## config.mk

```make
export PLATFORM = sky130hd
export DESIGN_NAME = rpcu_ctrl
export DESIGN_NICKNAME = d
export VERILOG_FILES = /design/src/rtl/rpcu_pkg.sv /design/src/rtl/rpcu_ctrl.sv
export SDC_FILE = /design/constraint.sdc
export NUM_CORES = 1
export LEC_CHECK = 0
export ABC_AREA = 0
export BUFFER_PORTS_ARGS = -buffer_cell sky130_fd_sc_hd__buf_2
export CORE_MARGIN = 1.5
export CORE_UTILIZATION = 39
export DETAILED_ROUTE_END_ITERATION = 8
export PLACE_DENSITY = 0.73
export SYNTH_ARGS = -nofsm -noshare
export SYNTH_HDL_FRONTEND = slang
export SYNTH_SLANG_ARGS = --single-unit
```

## constraint.sdc

```tcl
create_clock -name clk -period 1.5 [get_ports clk]
set_input_delay 0.15 -clock clk [delete_from_list [all_inputs] [get_ports clk]]
set_output_delay 0.15 -clock clk [all_outputs]
set_load 0.02 [all_outputs]
```

## src/rtl/rpcu_pkg.sv

```systemverilog
// ----------------------------------------------------------------------------
// rpcu_pkg
// Types and constants shared by the restricted partition unranker modules.
// ----------------------------------------------------------------------------
package rpcu_pkg;

    localparam int MAX_N_DEF      = 31;
    localparam int MAX_LIMIT_DEF  = 31;
    localparam int MAX_PARTS_DEF  = 31;
    localparam int MAX_RESULTS    = 31;
    localparam int KW             = $clog2(MAX_RESULTS + 1);
    localparam int COUNT_W        = 32;
    localparam int FRAC_W         = 32;
    localparam int SIZE_W         = 6;
    localparam int PART_W         = 5;
    localparam int ERR_W          = 2;
    localparam int IN_DATA_W      = 56;
    localparam int OUT_DATA_W     = 40;

    localparam logic [ERR_W-1:0] ERR_OK        = 2'd0;
    localparam logic [ERR_W-1:0] ERR_RANGE     = 2'd1;
    localparam logic [ERR_W-1:0] ERR_ZERO_FRAC = 2'd2;

    typedef enum logic [1:0] {
        EMIT_RANGE,
        EMIT_EMPTY,
        EMIT_ZFRAC,
        EMIT_NOPART
    } emit_kind_t;

    typedef enum logic [3:0] {
        S_FILL_RD,
        S_FILL_WR,
        S_IDLE,
        S_RD_TOTAL,
        S_CAP_TOTAL,
        S_CHECK,
        S_MUL,
        S_WHICH,
        S_WALK_RD,
        S_WALK_CMP,
        S_EMIT_PART,
        S_EMIT_ONE
    } state_t;

    typedef struct packed {
        logic       fill_rd;
        logic       fill_wr;
        logic       load_in;
        logic       rd_total;
        logic       cap_total;
        logic       mul;
        logic       set_which;
        logic       walk_init;
        logic       walk_rd;
        logic       walk_step;
        logic       take_part;
        logic       emit_one;
        emit_kind_t kind;
    } cmd_t;

    typedef struct packed {
        logic fill_last;
        logic range_err;
        logic total_zero;
        logic frac_zero;
        logic n_zero;
        logic walk_hit;
        logic part_last;
        logic out_free;
    } status_t;

endpackage

```

## src/rtl/rpcu_ctrl.sv

```systemverilog
// ----------------------------------------------------------------------------
// rpcu_ctrl
// Sequencer for the table fill after reset, the count lookup and the walk.
// ----------------------------------------------------------------------------
module rpcu_ctrl
    import rpcu_pkg::*;
(
    input  logic    clk,
    input  logic    rst_n,
    input  logic    in_valid,
    output logic    in_ready,
    input  status_t status,
    output cmd_t    cmd
);

    state_t     state_reg, state_next;
    emit_kind_t kind_reg, kind_next;

    always_ff @(posedge clk or negedge rst_n)
    begin
        if (!rst_n)
        begin
            state_reg <= S_FILL_RD;
            kind_reg  <= EMIT_RANGE;
        end
        else
        begin
            state_reg <= state_next;
            kind_reg  <= kind_next;
        end
    end

    always_comb
    begin
        state_next = state_reg;
        kind_next  = kind_reg;
        cmd        = '0;
        cmd.kind   = kind_reg;
        in_ready   = 1'b0;
        case (state_reg)
            S_FILL_RD:
            begin
                cmd.fill_rd = 1'b1;
                state_next  = S_FILL_WR;
            end
            S_FILL_WR:
            begin
                cmd.fill_wr = 1'b1;
                state_next  = status.fill_last ? S_IDLE : S_FILL_RD;
            end
            S_IDLE:
            begin
                in_ready = 1'b1;
                if (in_valid)
                begin
                    cmd.load_in = 1'b1;
                    state_next  = S_RD_TOTAL;
                end
            end
            S_RD_TOTAL:
            begin
                if (status.range_err)
                begin
                    kind_next  = EMIT_RANGE;
                    state_next = S_EMIT_ONE;
                end
                else
                begin
                    cmd.rd_total = 1'b1;
                    state_next   = S_CAP_TOTAL;
                end
            end
            S_CAP_TOTAL:
            begin
                cmd.cap_total = 1'b1;
                state_next    = S_CHECK;
            end
            S_CHECK:
            begin
                if (status.total_zero)
                begin
                    kind_next  = EMIT_EMPTY;
                    state_next = S_EMIT_ONE;
                end
                else if (status.frac_zero)
                begin
                    kind_next  = EMIT_ZFRAC;
                    state_next = S_EMIT_ONE;
                end
                else if (status.n_zero)
                begin
                    kind_next  = EMIT_NOPART;
                    state_next = S_EMIT_ONE;
                end
                else
                begin
                    cmd.mul    = 1'b1;
                    state_next = S_MUL;
                end
            end
            S_MUL:
            begin
                state_next = S_WHICH;
            end
            S_WHICH:
            begin
                cmd.set_which = 1'b1;
                cmd.walk_init = 1'b1;
                state_next    = S_WALK_RD;
            end
            S_WALK_RD:
            begin
                cmd.walk_rd = 1'b1;
                state_next  = S_WALK_CMP;
            end
            S_WALK_CMP:
            begin
                if (status.walk_hit)
                begin
                    state_next = S_EMIT_PART;
                end
                else
                begin
                    cmd.walk_step = 1'b1;
                    state_next    = S_WALK_RD;
                end
            end
            S_EMIT_PART:
            begin
                if (status.out_free)
                begin
                    cmd.take_part = 1'b1;
                    if (status.part_last)
                    begin
                        state_next = S_IDLE;
                    end
                    else
                    begin
                        cmd.walk_init = 1'b1;
                        state_next    = S_WALK_RD;
                    end
                end
            end
            S_EMIT_ONE:
            begin
                if (status.out_free)
                begin
                    cmd.emit_one = 1'b1;
                    state_next   = S_IDLE;
                end
            end
            default:
            begin
                state_next = S_IDLE;
            end
        endcase
    end

endmodule

```

After elaboration in Yosys (flattened, before gate mapping) --
Cells that the tools add are included.
Word-level totals: bits in registers 6, word-level logic and storage cells 60
Cells by class: eq/ne operators 16, multiplexer cells 38, reductions and logical operators 4
Operators by type and width (count):
- 4-bit one-hot mux with 12 select lines | 1
- 4-bit 2-to-1 mux | 8
- 1-bit 2-to-1 mux | 21
- 4-bit by 3-bit equality test with 1-bit output, second input constant | 4
- 4-bit equality test, second input constant | 4
- 2-bit 2-to-1 mux | 6
- 4-bit by 2-bit equality test with 1-bit output, second input constant | 2
- 2-bit != test, second input constant | 4
- 3-bit AND reduction | 2
- 4-bit by 1-bit equality test with 1-bit output, second input constant | 1
- 4-bit logical NOT | 1
- 4-bit != test, second input constant | 1
- 2-bit one-hot mux with 2 select lines | 1
- 1-bit one-hot mux with 2 select lines | 1
- 2-bit nonzero test | 1

Longest topological paths before layout --
Gate-level depths: netlist (run 1).
word-level depth 4, mapped depth 5, gate-level depth less buffers 4

Worst setup path after synthesis (run 1) --
Ideal clock, no wire load.
path type register to output, from reg state_reg[3], to out cmd[11] (netlist name), arrival 1.398 ns, required time 1.350 ns, path slack -0.048 ns, stages on the path, launching flop included 5, cells stage by stage dfrtp_1 > or2_1 > buf_6 > nor2_1 > and2_1
RTL lines:
- from (decl) | RTL line rpcu_ctrl.sv:16 | state_t state_reg, state_next;
- from (signal assigned) | RTL line rpcu_ctrl.sv:28 | state_reg <= state_next;
- to (decl) | RTL line rpcu_ctrl.sv:13 | output cmd_t cmd

==> reports/qor.csv, run 1 <==
metric,value,unit
status,finished with violations,
hold_violations,0,
fin_crit_sh,1.09,
die_area,1540,sq um
violations,negative setup slack,
critical_path_peak_fanout,5,
grt_util_all_layers,0.242,
fillCellCount,70,
synthTopCellsByCount,"7 x nand2_1, 7 x nor2_1, 6 x dfrtp_1, 6 x nand2b_1, 6 x nor3_1",
drt_iter0_markers,7,
worstSetupEndpointType,output pin,
finalWirelength,2.01,mm
clk_path_buf_depth,2,
max_freq,0.609,GHz
yosys.area.top_type_share,0.293,
nets,122,
root_buffer,clkbuf_4,
tightest_slew,0.298,ns
cts_tree,done,
post-place-ws,0.0210,ns
ys_async_sr_fraction,1.00,
met3_usage,0.0852,
grt_remaining_overflow,0,
dpl_cell_area,678,sq um
fp.dieH,39.3,um
clock_latency,0.25,ns
vdd_drop_max,1.16,mV
yosysWarnings,0,
clock_sinks,6,
synth_area_leaders,"dfrtp_1 29%, nand2b_1 7.3%, nor3_1 5.9%",
rows,12,
fin_crit,1.64,ns
max_stage_delay,0.45,ns
finalSetupViolCount,12,
fp.coreArea,1170,sq um
layout.cells.non_filler,123,
syn_area_per_cell,7.54,sq um
cp.arrival,1.49,ns
hold_class,in -> reg,
cp-start-kind,flop,
synthesis.nets,79,
viasPerCell,5.74,
power.leakage,0.452,nW
antenna_found_initial,0,
grt_util_met1,0.290,
synth_area_leader_cell,dfrtp_1,
io_buffers,25,
slew_headroom,0.801,
ys_types,26,
drc,0,
drt_first_pass_iters,4,
clock_skew,0.00498,ns
grt_max_degree,14,
vias,706,
worstSetupPathType,reg -> out,
crit_slowest_cell,dfrtp_2,
ant_nets,0,
dieWidth,39.3,um
ios,26,
area_delta_synth_final,87.3,%
initial_core_util,0.438,
largest_reg_flops,4,
busiest_layer,met2,
htree_levels,1,
grt_pass1_wl,2.47,mm
ys_seq_elements,6,
netlist_area,513,sq um
first_global_vias,590,
tns,-0.892,ns
drive_above_1_share,0.615,
worst_slack,-0.142,ns
slew_violations,0,
numCtsBuffers,3,
n_antenna_cell,0,
synth_ff_type,dfrtp_1,
place_hpwl,1.03,mm
post-place-cells,108,
drv_cap,0,
grtUsageMet2,0.413,
gp_congestion,0.866,
p_total,2.15,mW
final_area,961,sq um
synth_cells,68,
synth_edf_count,0,
path_clk_slew,0.05,ns
cp_cell_sequence,buf_6 -> nor2b_4 -> nand2_2 -> o31ai_2 -> and2_1 -> buf_6,
yosysSeqAreaShare,0.293,
p_per_area,2240,nW/um^2
crit_top_cell,buf_6,
cp_data_required_time,1.35,ns
wl_per_cell,16.4,um
rsz0062_at_grt,yes,
==> worst max-delay path: cells and delay by family (launching register included) <==
family                 cells  cell delay, ns
AO/OA/AOI/OAI              1            0.17
buffers and inverters      2            0.26
flip-flops                 1            0.45
AND/OR/NAND/NOR            3            0.36
==> per-stage QoR <==
step           hold slack, ns  utilization
3_5_place_dp          -0.0261        0.579
2_1_floorplan          -0.146            -
5_1_grt                 0.134        0.821
6_report                0.123        0.821
4_1_cts                0.0963        0.716
3_3_place_gp          -0.0244        0.579
==> logic make-up (layout without fill, tap and decap cells) <==
logic type      Yosys count  after routing  synth area share
flops                     6              6             0.293
buf+inv                   6             47            0.0585
simple gates             40             40             0.432
compound gates           16             16             0.217
==> final timing paths <==
| check | endpoint | start | slack, ns | cells after the start |
|---|---|---|---|---|
| min in group asynchronous | state_reg[3] | rst_n | 0.29 | 2 |
| max | cmd[6] | state_reg[2] | -0.14 | 6 |
| min | kind_reg[0] | status[4] | 0.12 | 2 |
| max in group asynchronous | state_reg[2] | rst_n | 1.05 | 2 |
| min reg2reg | kind_reg[1] | kind_reg[1] | 0.57 | 2 |
| max reg2reg | kind_reg[0] | state_reg[2] | -0.08 | 5 |
==> per-layer routing <==
| layer | vias to the layer above | part of all wire | wire length (um) |
|---|---|---|---|
| met5 | - | 0 | 0 |
| met4 | 0 | 0.039 | 79 |
| met3 | 16 | 0.065 | 131 |
| met2 | 44 | 0.52 | 1040 |
| met1 | 319 | 0.38 | 760 |
| li1 | 327 | - | - |
==> report_power, final <==
part,internal (mW),total [mW],leakage [nW],switching (mW)
Combinational,0.828,1.64,0.365,0.811
Sequential,0.245,0.361,0.0729,0.116
Clock,0.0906,0.150,0.0138,0.0598
==> cells in the final DEF, fill, tap and decap left out, types with 2 or more instances in the layout <==
cell	n
nor2_1	3
nand2b_1	6
clkbuf_4	3
a21oi_1	3
inv_1	2
dfrtp_2	3
a31oi_1	2
buf_6	11
nor3_2	3
nor2_4	4
nor3_1	2
buf_2	14
nand2_2	2
nor3b_1	2
dfrtp_1	3
buf_4	14
nand2_1	5
o21ai_0	3
==> cell type report <==
class	count	area (sq um)	share of cell area
Clock buffer	3	22.5	0.0234
Inverter	2	7.51	0.00781
Multi-Input combinational cell	56	425	0.443
Sequential cell	6	154	0.160
Tap cell	14	17.5	0.0182
Timing Repair Buffer	42	334	0.348
==> repair_timing <==
action | in CTS | in global routing
pin swaps | 3 | 8
buffers inserted | 6 | 6
gates resized for setup | 21 | 26
setup endpoints to repair | 7 | 17
hold buffers | 1 | 0
hold endpoints to repair | 6 | 0
No activity file was read; power rests on OpenSTA's default activity.
==> run 2, diff against run 1 <==
--- a/config.mk
+++ b/config.mk
@@ -5,12 +5,14 @@
 export SDC_FILE = /design/constraint.sdc
 export NUM_CORES = 1
 export LEC_CHECK = 0
-export ABC_AREA = 0
+export ABC_AREA = 1
 export BUFFER_PORTS_ARGS = -buffer_cell sky130_fd_sc_hd__buf_2
 export CORE_MARGIN = 1.5
-export CORE_UTILIZATION = 39
+export CORE_UTILIZATION = 38
 export DETAILED_ROUTE_END_ITERATION = 8
-export PLACE_DENSITY = 0.73
+export HOLD_SLACK_MARGIN = 0.1
+export PLACE_DENSITY = 0.72
+export SETUP_SLACK_MARGIN = 0.1
 export SYNTH_ARGS = -nofsm -noshare
 export SYNTH_HDL_FRONTEND = slang
 export SYNTH_SLANG_ARGS = --single-unit
==> reports/qor.csv, run 2 <==
metric,value,unit
final_util,0.736,
syn_area_per_cell,5.80,sq um
rows,12,
clock_skew,0.00125,ns
post-place-ws,0.142,ns
post-place-cells,125,
drv_cap,0,
yosysSeqAreaShare,0.301,
status,"finished, final reports clean",
path_delay_family,simple AND/OR/NAND/NOR gates,
cp_num_buf_inv,2,
finalSetupViolCount,0,
crit_slowest_cell,dfrtp_2,
first_global_vias,592,
worstSetupPathType,reg -> out,
root_buffer,clkbuf_4,
synth_edf_count,0,
cp_cell_sequence,inv_4 -> nor2_4 -> nand2_2 -> nor2_2 -> nand2_1 -> nand2_1 -> buf_6,
p_switching,767,uW
multiInputGateArea,358,sq um
grt_util_all_layers,0.226,
drt_first_pass_iters,4,
dpl_cell_area,642,sq um
drive_above_1_share,0.540,
pwr-share-clk,0.095,
place_hpwl,990,um
power_frac_comb,0.686,
grt_pass1_wl,2.29,mm
seqPwrFrac,0.219,
drc,0,
tightest_slew,0.197,ns
path_clk_slew,0.04,ns
nets,139,
worst_slack,0.0272,ns
synthesis.nets,97,
cp.arrival,1.32,ns
die_area,1540,sq um
fin_crit,1.47,ns
ys_types,15,
grt_remaining_overflow,0,
hold_violations,0,
worstSetupEndpointType,output pin,
ant_nets,0,
wl_per_cell,10.7,um
rsz0062_at_grt,yes,
synth_ff_type,dfrtp_1,
synth_top_family_by_area,simple AND/OR/NAND/NOR gates,
fp.dieH,39.2,um
synth_cells,86,
slew_violations,0,
synth_compound_area_frac,0.0652,
n_antenna_cell,0,
clk_path_buf_depth,2,
critical_path_peak_fanout,5,
synthTopCellsByCount,"24 x nand2_1, 18 x nor2_1, 13 x inv_1",
dieWidth,39.2,um
finalWirelength,1.50,mm
seqCellArea,154,sq um
r2r-end,kind_reg[1],
worstSetupEndpoint,cmd[6],
synth_area_leader_cell,dfrtp_1,
synth_area_leaders,"dfrtp_1 30%, nand2_1 18%, nor2_1 14%",
cts_tree,done,
reg2reg_depth,6,
cp_data_required_time,1.35,ns
cp-start-kind,flop,
vias,690,
crit_top_cell,nand2_1,
final_common_cell,nand2_1,
rrSetupSlack,0.15,ns
viasPerCell,4.93,
gp_congestion,0.838,
switching_share,0.520,
ys_async_sr_fraction,1.00,
netlist_area,499,sq um
yosys.area_share.adder,0,
cp_num_cells,7,
ys_seq_elements,6,
p_per_area,1710,nW/um^2
largest_reg_flops,4,
layout.cells.non_filler,140,
synth-xor-area-share,0,
max_stage_delay,0.43,ns
initial_core_util,0.426,
drt_iter0_markers,10,
synth_mux_area_frac,0,
yosysMostFrequentCell,nand2_1,
max_freq,0.679,GHz
final_cell_mix,"19 x nand2_1, 18 x buf_4, 16 x buf_2",
io_buffers,25,
htree_levels,1,
ios,26,
clock_latency,0.24,ns
fillCellCount,90,
hold_class,in -> reg,
yosys.area_share.simple,0.514,
yosysWarnings,0,
p_int,708,uW
numCtsBuffers,3,
grt_max_degree,7,
fp.coreArea,1170,sq um
clock_sinks,6,
antenna_found_initial,0,
slew_headroom,0.867,
area_delta_synth_final,72.7,%
r2r_start,state_reg[1],
whs,0.182,ns
final_area,862,sq um
fin_crit_sh,0.982,
vdd_drop_max,1.08,mV
power.leakage,0.495,nW
startpoint,state_reg[3],
yosys.area.top_type_share,0.301,
run 2: changes by cell type after synthesis, sizes merged, moves of 3 or more:
cell,change
a21oi,-3
clkbuf,-3
inv,+14
nand2,+20
nand2b,-6
nand3,+5
nor2,+14
nor2b,-3
nor3,-3
run 2: timing repair:
action / in CTS / in global routing
cloned: 0 / 0
buffers inserted: 9 / 2
hold endpoints to repair: 6 / 0
resized for setup: 15 / 25
pin swaps: 3 / 6
endpoints found under the setup margin: 11 / 14
hold buffers: 1 / 0
run 2: cell type report:
type,instances,share of cell area
multi-input cells,64,0.415
clock buffers,3,0.0261
well taps,14,0.0203
flip-flops and latches,6,0.179
inverters,16,0.0726
repair buffers,37,0.287
run 2: power groups by stage:
stage | Sequential, mW | Combinational (mW) | Clock (mW)
after floorplan | 0.291 | 0.522 | 0
after global placement | 0.289 | 0.716 | 0
after detailed placement | 0.291 | 0.715 | 0
after CTS | 0.303 | 0.870 | 0.146
after global routing | 0.328 | 1.12 | 0.150
final | 0.323 | 1.01 | 0.139
run 2: how the worst min path moves through the flow:
| stage | start | endpoint | slack [ns] | cells after the start |
|---|---|---|---|---|
| floorplan | rst_n | kind_reg[0] | -0.15 | 0 |
| global placement | rst_n | state_reg[0] | -0.03 | 1 |
| detailed placement | rst_n | state_reg[1] | -0.03 | 1 |
| CTS | status[6] | state_reg[2] | 0.16 | 2 |
| global route | status[6] | state_reg[2] | 0.18 | 2 |
| finish | status[6] | state_reg[2] | 0.18 | 2 |
run 2: per-layer routing:
metal	track usage	wire length [um]
met1	0.276	620
met5	0	0
met2	0.350	783
met4	0.147	37
met3	0.0520	60
run 2: logic make-up after synthesis:
logic type             after synthesis
AOI/OAI and AO/OA                    6
DFF                                  6
buffers and inverters               16
and+or+nand+nor                     58
run 2: stage by stage:
stage | power, mW | setup TNS, ns
6_report | 1.47 | 0
5_1_grt | 1.60 | -0.0370
4_1_cts | 1.32 | 0
3_5_place_dp | 1.01 | 0
3_3_place_gp | 1.01 | 0
2_1_floorplan | 0.813 | 0
==> run 3, diff against run 2 <==
--- a/config.mk
+++ b/config.mk
@@ -5,13 +5,12 @@
 export SDC_FILE = /design/constraint.sdc
 export NUM_CORES = 1
 export LEC_CHECK = 0
-export ABC_AREA = 1
 export BUFFER_PORTS_ARGS = -buffer_cell sky130_fd_sc_hd__buf_2
 export CORE_MARGIN = 1.5
-export CORE_UTILIZATION = 38
+export CORE_UTILIZATION = 39
 export DETAILED_ROUTE_END_ITERATION = 8
 export HOLD_SLACK_MARGIN = 0.1
-export PLACE_DENSITY = 0.72
+export PLACE_DENSITY = 0.73
 export SETUP_SLACK_MARGIN = 0.1
 export SYNTH_ARGS = -nofsm -noshare
 export SYNTH_HDL_FRONTEND = slang
==> reports/qor.csv, run 3 (synthesized netlist as in run 1, its figures left out) <==
metric,value,unit
seqCellArea,154,sq um
place_hpwl,1.05,mm
dpl_cell_area,691,sq um
final_area,1050,sq um
cp-start-kind,flop,
grt_remaining_overflow,0,
cts_tree,done,
wl_met3,204,um
cp_cell_sequence,buf_6 -> nor2b_4 -> nand2_2 -> o31ai_2 -> and2_1 -> buf_6,
clk_path_buf_depth,2,
drc,0,
fin_crit_sh,1.15,
hold_class,in -> reg,
reg2reg_depth,5,
slew_violations,0,
max_stage_delay,0.40,ns
dieWidth,39.3,um
ant_nets,0,
p_per_area,2240,nW/um^2
wl_per_cell,18.6,um
tightest_slew,0.346,ns
initial_core_util,0.438,
grt_util_all_layers,0.271,
grt_max_degree,14,
final_cell_mix,"19 x buf_4, 15 x buf_6, 12 x buf_2",
grt_pass1_wl,2.77,mm
cp_data_required_time,1.35,ns
drive_above_1_share,0.696,
fp.dieH,39.3,um
nets,128,
fp.coreArea,1170,sq um
startpoint,state_reg[2],
worstSetupPathType,reg -> out,
crit_slowest_cell,dfrtp_1,
root_buffer,clkbuf_4,
fin_crit,1.72,ns
clock_sinks,6,
worstSetupEndpoint,cmd[6],
viasPerCell,5.88,
post-place-cells,109,
top_layer,met4,
dr_wl_met2,1.15,mm
gp_congestion,0.860,
multiInputGateArea,464,sq um
vias,759,
status,finished with violations,
worst_slack,-0.220,ns
htree_levels,1,
die_area,1540,sq um
met1_length,904,um
slew_headroom,0.767,
rsz0062_at_grt,yes,
finalWirelength,2.39,mm
hold_violations,0,
p_total,2.36,mW
violations,negative setup slack,
critical_path_peak_fanout,5,
drt_iter0_markers,30,
cp.arrival,1.57,ns
n_antenna_cell,0,
crit_top_cell,buf_6,
finalSetupViolCount,11,
io_buffers,25,
ios,26,
final_common_cell,buf_4,
power.leakage,0.496,nW
max_freq,0.581,GHz
clock_skew,0.00411,ns
antenna_found_initial,0,
area_delta_synth_final,105,%
fillCellCount,50,
rrSetupSlack,-0.10,ns
worstSetupEndpointType,output pin,
layout.cells.non_filler,129,
drt_first_pass_iters,4,
numCtsBuffers,3,
clock_latency,0.25,ns
first_global_vias,644,
drv_cap,0,
r2r_start,state_reg[3],
vdd_drop_max,1.28,mV
rows,12,
r2r-end,state_reg[0],
largest_reg_flops,4,
path_clk_slew,0.05,ns
[run 3: repair_timing]
item / CTS / global route
pin swaps: 10 / 7
hold buffers: 1 / 0
endpoints found under the setup margin: 15 / 18
hold endpoints to repair: 6 / 0
buffers inserted: 9 / 7
gates resized for setup: 34 / 26
[run 3: worst max-delay path, delay by kind of cell (launching register included)]
family | cells | cell delay, ns
AO/OA/AOI/OAI | 1 | 0.26
flip-flops | 1 | 0.40
AND/OR/NAND/NOR | 3 | 0.40
buffers and inverters | 2 | 0.26
[run 3: per-layer routing]
layer  global-route usage  up-vias
met1                0.339      350
met3               0.0682       14
met5                    0        -
li1                     -      339
met4                0.121        0
met2                0.433       56
[run 3: worst min-delay path by stage]
stage | start | end | depth (start not counted)
3_3_place_gp | rst_n | state_reg[0] | 1
4_1_cts | status[4] | kind_reg[0] | 2
2_1_floorplan | rst_n | kind_reg[0] | 0
3_5_place_dp | rst_n | kind_reg[1] | 1
6_report | status[4] | kind_reg[0] | 2
5_1_grt | status[4] | kind_reg[0] | 2
[run 3: area by class of cell]
type                    instances  area share
clock buffers                   3      0.0214
inverters                       2     0.00713
multi-input cells              56       0.441
flip-flops and latches          6       0.146
well taps                      14      0.0166
repair buffers                 48       0.367
[run 3: where the power goes]
part	internal [mW]	switching, mW
logic	0.921	0.919
clock network	0.0915	0.0720
registers	0.244	0.110
[run 3: per-stage QoR]
| stage | setup slack (ns) | hold slack [ns] | TNS, ns | utilization |
|---|---|---|---|---|
| 5_1_grt | -0.257 | 0.124 | -1.48 | 0.899 |
| 2_1_floorplan | 0.0683 | -0.146 | 0 | - |
| 3_5_place_dp | 0.0358 | -0.0154 | 0 | 0.590 |
| 4_1_cts | -0.0514 | 0.104 | -0.286 | 0.774 |
| 6_report | -0.220 | 0.105 | -0.888 | 0.899 |
| 3_3_place_gp | 0.0333 | -0.0226 | 0 | 0.590 |
